--- src/rtl/utf16_to_utf8_transcoder_macros.svh ---
// ----------------------------------------------------------------------------
// UTF-16 to UTF-8 transcoder assertion macros
// Shared concurrent assertion forms, clocked on clk_i, off during reset.
// ----------------------------------------------------------------------------
`ifndef UTF16_TO_UTF8_TRANSCODER_MACROS_SVH
`define UTF16_TO_UTF8_TRANSCODER_MACROS_SVH

// Same-cycle implication: cons must hold whenever ante holds.
`define U16U8_ASSERT_NOW(lbl, ante, cons, msg) \
  lbl: assert property (@(posedge clk_i) disable iff (!rst_ni) (ante) |-> (cons)) \
    else $error(msg);

// Next-cycle implication: cons must hold in the cycle after ante.
`define U16U8_ASSERT_NEXT(lbl, ante, cons, msg) \
  lbl: assert property (@(posedge clk_i) disable iff (!rst_ni) (ante) |=> (cons)) \
    else $error(msg);

`endif

--- src/rtl/u16u8_pkg.sv ---
// ----------------------------------------------------------------------------
// UTF-16 to UTF-8 transcoder package
// Types, code range constants and the code point encoder.
// ----------------------------------------------------------------------------
package u16u8_pkg;

  localparam int unsigned MaxBytes = 6;

  localparam logic [15:0] HighFirst = 16'hd800;
  localparam logic [15:0] HighLast  = 16'hdbff;
  localparam logic [15:0] LowFirst  = 16'hdc00;
  localparam logic [15:0] LowLast   = 16'hdfff;
  localparam logic [15:0] TermZero  = 16'h0000;
  localparam logic [15:0] TermOnes  = 16'hffff;
  localparam logic [20:0] SuppBase  = 21'h10000;
  localparam logic [20:0] Lim1Byte  = 21'h80;
  localparam logic [20:0] Lim2Byte  = 21'h800;
  localparam logic [20:0] Lim3Byte  = 21'h10000;
  localparam logic [5:0]  HighTag   = 6'b110110;

  // Per-item decoder state
  typedef struct packed {
    logic [9:0] held_bits;
    logic       held_valid;
    logic       stopped;
  } u16u8_state_t;

  // Bytes of one item, first byte in entry 0; cnt is 0..6
  typedef struct packed {
    logic [MaxBytes-1:0][7:0] bytes;
    logic [2:0]               cnt;
  } u16u8_res_t;

  // One encoded code point, 1..4 bytes
  typedef struct packed {
    logic [3:0][7:0] bytes;
    logic [2:0]      cnt;
  } u16u8_enc_t;

  function automatic u16u8_enc_t enc_point(input logic [20:0] cp);
    u16u8_enc_t r;
    r = '0;
    if (cp < Lim1Byte) begin
      r.bytes[0] = {1'b0, cp[6:0]};
      r.cnt      = 3'd1;
    end else if (cp < Lim2Byte) begin
      r.bytes[0] = {3'b110, cp[10:6]};
      r.bytes[1] = {2'b10, cp[5:0]};
      r.cnt      = 3'd2;
    end else if (cp < Lim3Byte) begin
      r.bytes[0] = {4'b1110, cp[15:12]};
      r.bytes[1] = {2'b10, cp[11:6]};
      r.bytes[2] = {2'b10, cp[5:0]};
      r.cnt      = 3'd3;
    end else begin
      r.bytes[0] = {5'b11110, cp[20:18]};
      r.bytes[1] = {2'b10, cp[17:12]};
      r.bytes[2] = {2'b10, cp[11:6]};
      r.bytes[3] = {2'b10, cp[5:0]};
      r.cnt      = 3'd4;
    end
    return r;
  endfunction

endpackage

--- src/rtl/u16u8_decode.sv ---
// ----------------------------------------------------------------------------
// UTF-16 to UTF-8 item decoder
// Turns one code unit plus the surrogate state into its UTF-8 bytes.
// ----------------------------------------------------------------------------
module u16u8_decode
  import u16u8_pkg::*;
(
  input  logic [15:0]  unit_i,
  input  logic         last_i,
  input  u16u8_state_t state_i,
  output u16u8_state_t state_o,
  output u16u8_res_t   res_o
);

  logic       is_high;
  logic       is_low;
  logic       is_term;
  logic [20:0] pair_cp;
  u16u8_enc_t held_enc;
  u16u8_enc_t pair_enc;
  u16u8_enc_t unit_enc;
  logic       flush;
  logic       consumed;
  logic [2:0] unit_cnt;

  assign is_high  = (unit_i >= HighFirst) && (unit_i <= HighLast);
  assign is_low   = (unit_i >= LowFirst) && (unit_i <= LowLast);
  assign is_term  = (unit_i == TermZero) || (unit_i == TermOnes);
  assign pair_cp  = SuppBase + {1'b0, state_i.held_bits, unit_i[9:0]};
  assign held_enc = enc_point({5'd0, HighTag, state_i.held_bits});
  assign pair_enc = enc_point(pair_cp);
  assign unit_enc = enc_point({5'd0, unit_i});

  always_comb begin
    state_o  = state_i;
    res_o    = '0;
    flush    = 1'b0;
    consumed = 1'b0;
    unit_cnt = 3'd0;
    if (!state_i.stopped) begin
      if (state_i.held_valid) begin
        state_o.held_valid = 1'b0;
        if (is_low) begin
          consumed = 1'b1;
        end else begin
          flush = 1'b1;
        end
      end
      if (!consumed) begin
        if (is_term) begin
          state_o.stopped = 1'b1;
        end else if (is_high && !last_i) begin
          state_o.held_bits  = unit_i[9:0];
          state_o.held_valid = 1'b1;
        end else begin
          unit_cnt = unit_enc.cnt;
        end
      end
      // assemble: pair, or held flush followed by the new unit, or new unit
      if (consumed) begin
        res_o.bytes[3:0] = pair_enc.bytes;
        res_o.cnt        = pair_enc.cnt;
      end else if (flush) begin
        res_o.bytes[2:0] = held_enc.bytes[2:0];
        res_o.bytes[5:3] = unit_enc.bytes[2:0];
        res_o.cnt        = 3'd3 + unit_cnt;
      end else begin
        res_o.bytes[3:0] = unit_enc.bytes;
        res_o.cnt        = unit_cnt;
      end
    end
    if (last_i) begin
      state_o = '0;
    end
  end

endmodule

--- src/rtl/utf16_to_utf8_transcoder.sv ---
// ----------------------------------------------------------------------------
// UTF-16 to UTF-8 transcoder
// Streams UTF-16 code units in and UTF-8 bytes out, one byte per item.
// ----------------------------------------------------------------------------
// Each input item carries one UTF-16 code unit; the block answers with 1 to 6
// result items, one UTF-8 byte each, or one flags-only item when the unit
// produces no byte (held high surrogate, terminator, ignored unit). A high
// surrogate waits for the next unit: a following low surrogate completes a
// 4-byte code point, anything else flushes it as 3 bytes first. Units 0x0000
// and 0xffff end the name and later units are ignored until tlast. The input
// is registered, decoded in one pass into a six-byte result buffer, and the
// buffer shifts out one byte per cycle while the output is ready. The input
// register and then the result buffer lie between input accept and the first
// output byte. An item holds the output until all of its results (1 to 6)
// are taken; items with a single result stream at one per cycle while ready.
`include "utf16_to_utf8_transcoder_macros.svh"

module utf16_to_utf8_transcoder
  import u16u8_pkg::*;
(
  input  logic        clk_i,
  input  logic        rst_ni,
  // input item: tdata[15:0] = code_unit; tlast = unit_last
  input  logic        s_axis_tvalid_i,
  output logic        s_axis_tready_o,
  input  logic [15:0] s_axis_tdata_i,   // [15:0] code_unit
  input  logic        s_axis_tlast_i,   // unit_last
  // result item: tlast = run_last
  output logic        m_axis_tvalid_o,
  input  logic        m_axis_tready_i,
  output logic [7:0]  m_axis_tdata_o,   // [7:0] out_byte
  output logic [1:0]  m_axis_tuser_o,   // [0] byte_valid, [1] name_end
  output logic        m_axis_tlast_o    // run_last
);

  // Input register
  logic        in_valid_q;
  logic [15:0] in_unit_q;
  logic        in_last_q;

  // Surrogate / terminator state
  u16u8_state_t st_q, st_d;

  // Result buffer: entry 0 is the byte on the output
  logic                     rb_valid_q, rb_valid_d;
  logic [MaxBytes-1:0][7:0] rb_bytes_q, rb_bytes_d;
  logic [2:0]               rb_cnt_q, rb_cnt_d;
  logic                     rb_none_q, rb_none_d;
  logic                     rb_end_q, rb_end_d;

  u16u8_res_t dec_res;
  logic       take;
  logic       rb_final;
  logic       load;
  logic       in_take;

  u16u8_decode u_decode (
    .unit_i  (in_unit_q),
    .last_i  (in_last_q),
    .state_i (st_q),
    .state_o (st_d),
    .res_o   (dec_res)
  );

  assign take     = m_axis_tvalid_o && m_axis_tready_i;
  assign rb_final = (rb_cnt_q == 3'd1);
  // move the registered item into the buffer when it is empty or draining
  assign load     = in_valid_q && (!rb_valid_q || (take && rb_final));
  assign s_axis_tready_o = !in_valid_q || load;
  assign in_take  = s_axis_tvalid_i && s_axis_tready_o;

  assign m_axis_tvalid_o   = rb_valid_q;
  assign m_axis_tdata_o    = rb_bytes_q[0];
  assign m_axis_tlast_o    = rb_final;
  assign m_axis_tuser_o[0] = !rb_none_q;
  assign m_axis_tuser_o[1] = rb_final && rb_end_q;

  always_comb begin
    rb_valid_d = rb_valid_q;
    rb_bytes_d = rb_bytes_q;
    rb_cnt_d   = rb_cnt_q;
    rb_none_d  = rb_none_q;
    rb_end_d   = rb_end_q;
    if (load) begin
      rb_valid_d = 1'b1;
      rb_bytes_d = dec_res.bytes;
      rb_end_d   = in_last_q;
      if (dec_res.cnt == 3'd0) begin
        // no byte: one flags-only item, data held at zero
        rb_bytes_d = '0;
        rb_cnt_d   = 3'd1;
        rb_none_d  = 1'b1;
      end else begin
        rb_cnt_d  = dec_res.cnt;
        rb_none_d = 1'b0;
      end
    end else if (take) begin
      if (rb_final) begin
        rb_valid_d = 1'b0;
      end else begin
        // advance to the next byte
        for (int i = 0; i < MaxBytes - 1; i++) begin
          rb_bytes_d[i] = rb_bytes_q[i+1];
        end
        rb_bytes_d[MaxBytes-1] = '0;
        rb_cnt_d = rb_cnt_q - 3'd1;
      end
    end
  end

  always_ff @(posedge clk_i or negedge rst_ni) begin
    if (!rst_ni) begin
      in_valid_q <= 1'b0;
      st_q       <= '0;
      rb_valid_q <= 1'b0;
      rb_cnt_q   <= 3'd0;
      rb_none_q  <= 1'b0;
      rb_end_q   <= 1'b0;
    end else begin
      if (in_take) begin
        in_valid_q <= 1'b1;
      end else if (load) begin
        in_valid_q <= 1'b0;
      end
      if (load) begin
        st_q <= st_d;
      end
      rb_valid_q <= rb_valid_d;
      rb_cnt_q   <= rb_cnt_d;
      rb_none_q  <= rb_none_d;
      rb_end_q   <= rb_end_d;
    end
  end

  // payload registers, no reset
  always_ff @(posedge clk_i) begin
    if (in_take) begin
      in_unit_q <= s_axis_tdata_i;
      in_last_q <= s_axis_tlast_i;
    end
    rb_bytes_q <= rb_bytes_d;
  end

  `U16U8_ASSERT_NOW(a_cnt_nonzero, rb_valid_q, (rb_cnt_q != 3'd0) && (rb_cnt_q <= 3'd6), "result buffer holds a bad count")
  `U16U8_ASSERT_NOW(a_hold_stop_excl, 1'b1, !(st_q.held_valid && st_q.stopped), "surrogate held after terminator")
  `U16U8_ASSERT_NOW(a_flags_only_last, rb_valid_q && rb_none_q, rb_final, "flags-only item is not the last of its run")
  `U16U8_ASSERT_NEXT(a_run_continues, take && !rb_final, rb_valid_q, "run dropped before its last item")

endmodule

--- config.mk ---
export PLATFORM = sky130hd
export DESIGN_NAME = utf16_to_utf8_transcoder
export DESIGN_NICKNAME = d
export VERILOG_FILES = /design/src/rtl/u16u8_pkg.sv /design/src/rtl/u16u8_decode.sv /design/src/rtl/utf16_to_utf8_transcoder.sv
export VERILOG_INCLUDE_DIRS = /design/src /design/src/rtl
export SDC_FILE = /design/constraint.sdc
export NUM_CORES = 1
export LEC_CHECK = 0
export BUFFER_PORTS_ARGS = -buffer_cell sky130_fd_sc_hd__buf_2
export CORE_UTILIZATION = 47
export CTS_CLUSTER_DIAMETER = 30
export DETAILED_ROUTE_END_ITERATION = 10
export GPL_TIMING_DRIVEN = 0
export HOLD_SLACK_MARGIN = 0.1
export PLACE_DENSITY_LB_ADDON = 0.12
export SLEW_MARGIN = 20
export SYNTH_ARGS = -nofsm -noshare
export SYNTH_HDL_FRONTEND = slang
export SYNTH_SLANG_ARGS = --single-unit
--- constraint.sdc ---
create_clock -name clk_i -period 6.1 [get_ports clk_i]
set_clock_uncertainty 0.1 [all_clocks]
set_input_delay 0.61 -clock clk_i [delete_from_list [all_inputs] [get_ports clk_i]]
set_output_delay 0.61 -clock clk_i [all_outputs]
set_load 0.1 [all_outputs]
==> results by group <==
Run status
  • Status: complete, no violations

Detailed routing
  • Drt drc: 0
  • DR vias/cell: 6.11
  • ANT nets after route: 0
  • Vias: 4010
  • Initial drt markers: about 290
  • 1st-pass router iterations: 6
  • Avg WL per Cell: about 22 um
  • Total wire length: 14100 um

Clock tree
  • CTS Buf Count: 9
  • CTS tree: done
  • Post-CTS sizing: 0
  • Hold buffer count at CTS: 0
  • Clock Tree Buf Depth: 2
  • Worst-path clk slew: around 0.09 ns
  • Post-CTS setup buffer count: 0
  • Root buffer cell: clkbuf_8
  • H-tree levels: 3
  • CTS Sinks: 82
  • Clock latency on the worst-skew pair: ~0.37 ns

STA
  • Smallest hold slack: between 0.09 and 0.1 ns
  • Minimum clock period: between 3 and 4 ns
  • RSZ-0062 raised after global routing: no
  • Final Cycle Share: 64.2%
  • Max-slew violations: 0
  • Fmax: around 260 MHz
  • Slew of the pin with the lowest slew margin: 0.836 ns
  • Rel. slew slack: 44.3%
  • Hold Violations, Final: 0
  • Final setup viols: 0
  • Setup_tns: 0 ns

Floorplanning
  • Core ar.: 9770 sq um
  • Row cnt: 36
  • I/O pins: 34
  • Die height: 102 um
  • Initial Util: 48.5%
  • Die W: 102 um
  • Die area: 10500 sq um

Setup path
  • Setup crit start: in_unit_q[0]
  • Reg2Reg Setup Slack: 2.19 ns
  • CP Launch Type: register
  • Reg2reg start: in_unit_q[0]
  • Crit-path max FO: 10
  • Setup crit end kind: register
  • Reg-to-Reg End: rb_bytes_q[29]
  • Worst path arrival time: roughly 4.0 ns
  • Crit path to: rb_bytes_q[29]
  • Critical path type: reg2reg
  • Required @ worst endpoint: 6.17 ns
  • R2R cell count: 11

Global routing
  • Total GRT Usage: around 29%
  • First-pass GRT wire length: 21600 um
  • Largest net degree at the start of global routing: 31
  • Number of global-route vias before repair: 3822
  • Initial antenna violation count: 0
  • Grt total ovfl: 0

Logic synthesis
  • Avg Inst Size Synth: between 10 and 15 sq um
  • Synth top cells by count: 63 x edfxtp_1, 63 x nand2_1, 38 x nor2_1, 28 x clkbuf_1, 25 x o21ai_0
  • EDFF count, synth: 63
  • Mapped Area: 4740 sq um
  • Cells after synthesis: 473
  • Syn nets: 498
  • Area contributors post-synth: edfxtp_1 40%, dfrtp_1 10%, nand2_1 5.0%, nor2_1 3.0%, o31ai_1 2.7%
  • Synth top area share: between 30% and 40%
  • Register area share after synthesis: 49.9%
  • Cell taking the most area after synthesis: edfxtp_1
  • Register bit total from synthesis: 82
  • Yosys cell types: 65
  • Synth warnings: 0
  • Synth Flop Type: edfxtp_1
  • Async SR Flop Fraction: 23.2%

Place
  • GPL Wtd Cong: 0.916
  • Post-DP HPWL: slightly above 10000 um
  • Post-placement cell count: 640
  • IO buf count: 33

Power
  • PD cells: 350 nW/um^2
  • Total Power: 1840 uW
  • VDD IR max: 203 uV
  • LEAKAGE: 0.00213 uW

Job
  • Maxcap violations: 0

Finish
  • Nets@finish: 543
  • Ratio of cells with drive above 1 in the final layout: around 17%
  • Layout Cells excl Fill: 656
  • Fill cells: 901
  • N_diodes: 0
  • Syn-to-layout area delta: 11.2%

Min path
  • Worst min path class: in2async
power by group:
| part | internal, uW | switching [uW] |
|---|---|---|
| logic | 203 | 527 |
| registers | 706 | 40.5 |
| clock network | 150 | 217 |
how the worst min path moves through the flow:
stage / startpoint / end / cells past startpoint
2_1_floorplan: rst_ni / in_valid_q / 0
3_3_place_gp: rb_end_q / rb_end_q / 1
3_5_place_dp: rb_end_q / rb_end_q / 1
4_1_cts: rst_ni / st_q[2] / 1
5_1_grt: rst_ni / st_q[2] / 1
6_report: rst_ni / st_q[11] / 1
critical path, cell delays in order, from the launching register on:
cell	delay, ns
edfxtp_1	0.39
clkbuf_1	0.32
or4_1	0.58
o41ai_1	0.47
nand2_1	0.19
nand3_1	0.14
ha_1	0.23
nand2b_1	0.15
o32a_1	0.25
o311ai_4	0.16
o2111ai_1	0.34
o31ai_1	0.38
per-stage QoR:
stage               utilization (%)  setup WS, ns  instance area [sq um]
CTS                            54.0          2.25                   5270
floorplan                         -          2.34                   4740
detailed placement             52.1          2.28                   5100
global route                   54.0          2.07                   5270
global placement               51.9          2.27                   5070
finish                         54.0          2.19                   5270
sequential cells by signal, indices dropped and copies added (netlist names), 3 cells and up:
signal and count:
in_unit_q 16, rb_bytes_q 38, rb_cnt_q 3, m_axis_tdata_o 8, st_q 12
layout make-up:
class                   instances  area, sq um  share of cell area [%]
flip-flops and latches         82         2370                    44.9
multi-input cells             333         2090                    39.7
clock inverters                 7         53.8                    1.02
repair buffers                 34          185                    3.51
clock buffers                   9          124                    2.35
well taps                     133          166                    3.16
inverters                      10         37.5                   0.712
plain buffers                  48          248                    4.70
layer usage:
metal  track usage (%)  up-vias  share of wire [%]  routed length (um)
li1                  -     1866                  -                   -
met1              40.7     1937                 45                6400
met2              43.7      177                 45                6370
met3              5.40       30                6.9                 976
met4              9.78        0                2.6                 361
met5                 0        -                  0                   0
kinds of logic (layout without fill, tap and decap cells):
| group | after synthesis | after routing | share of synthesized area, % |
|---|---|---|---|
| compound gates | 140 | 140 | 22.2 |
| flops | 82 | 82 | 49.9 |
| buf+inv | 58 | 108 | 6.01 |
| fa+ha+maj | 4 | 4 | 1.06 |
| xor+xnor | 1 | 1 | 0.185 |
| mux | 13 | 13 | 2.77 |
| simple gates | 175 | 175 | 17.9 |
layout by cell type (no fill, tap or decap), types with 5 or more instances in the layout:
cell,n
and2_1,8
a22oi_1,5
a21oi_1,19
nand2_1,63
o31ai_1,17
nand3_1,17
clkbuf_1,28
or4_1,6
o21ai_0,25
clkbuf_8,9
nor2_1,38
o41ai_1,5
a211oi_1,6
buf_4,8
buf_2,39
inv_1,10
edfxtp_1,63
nor3_1,15
o31ai_2,10
a31oi_1,14
mux2i_1,12
dfrtp_1,19
Power figures use the tool's default switching activity.
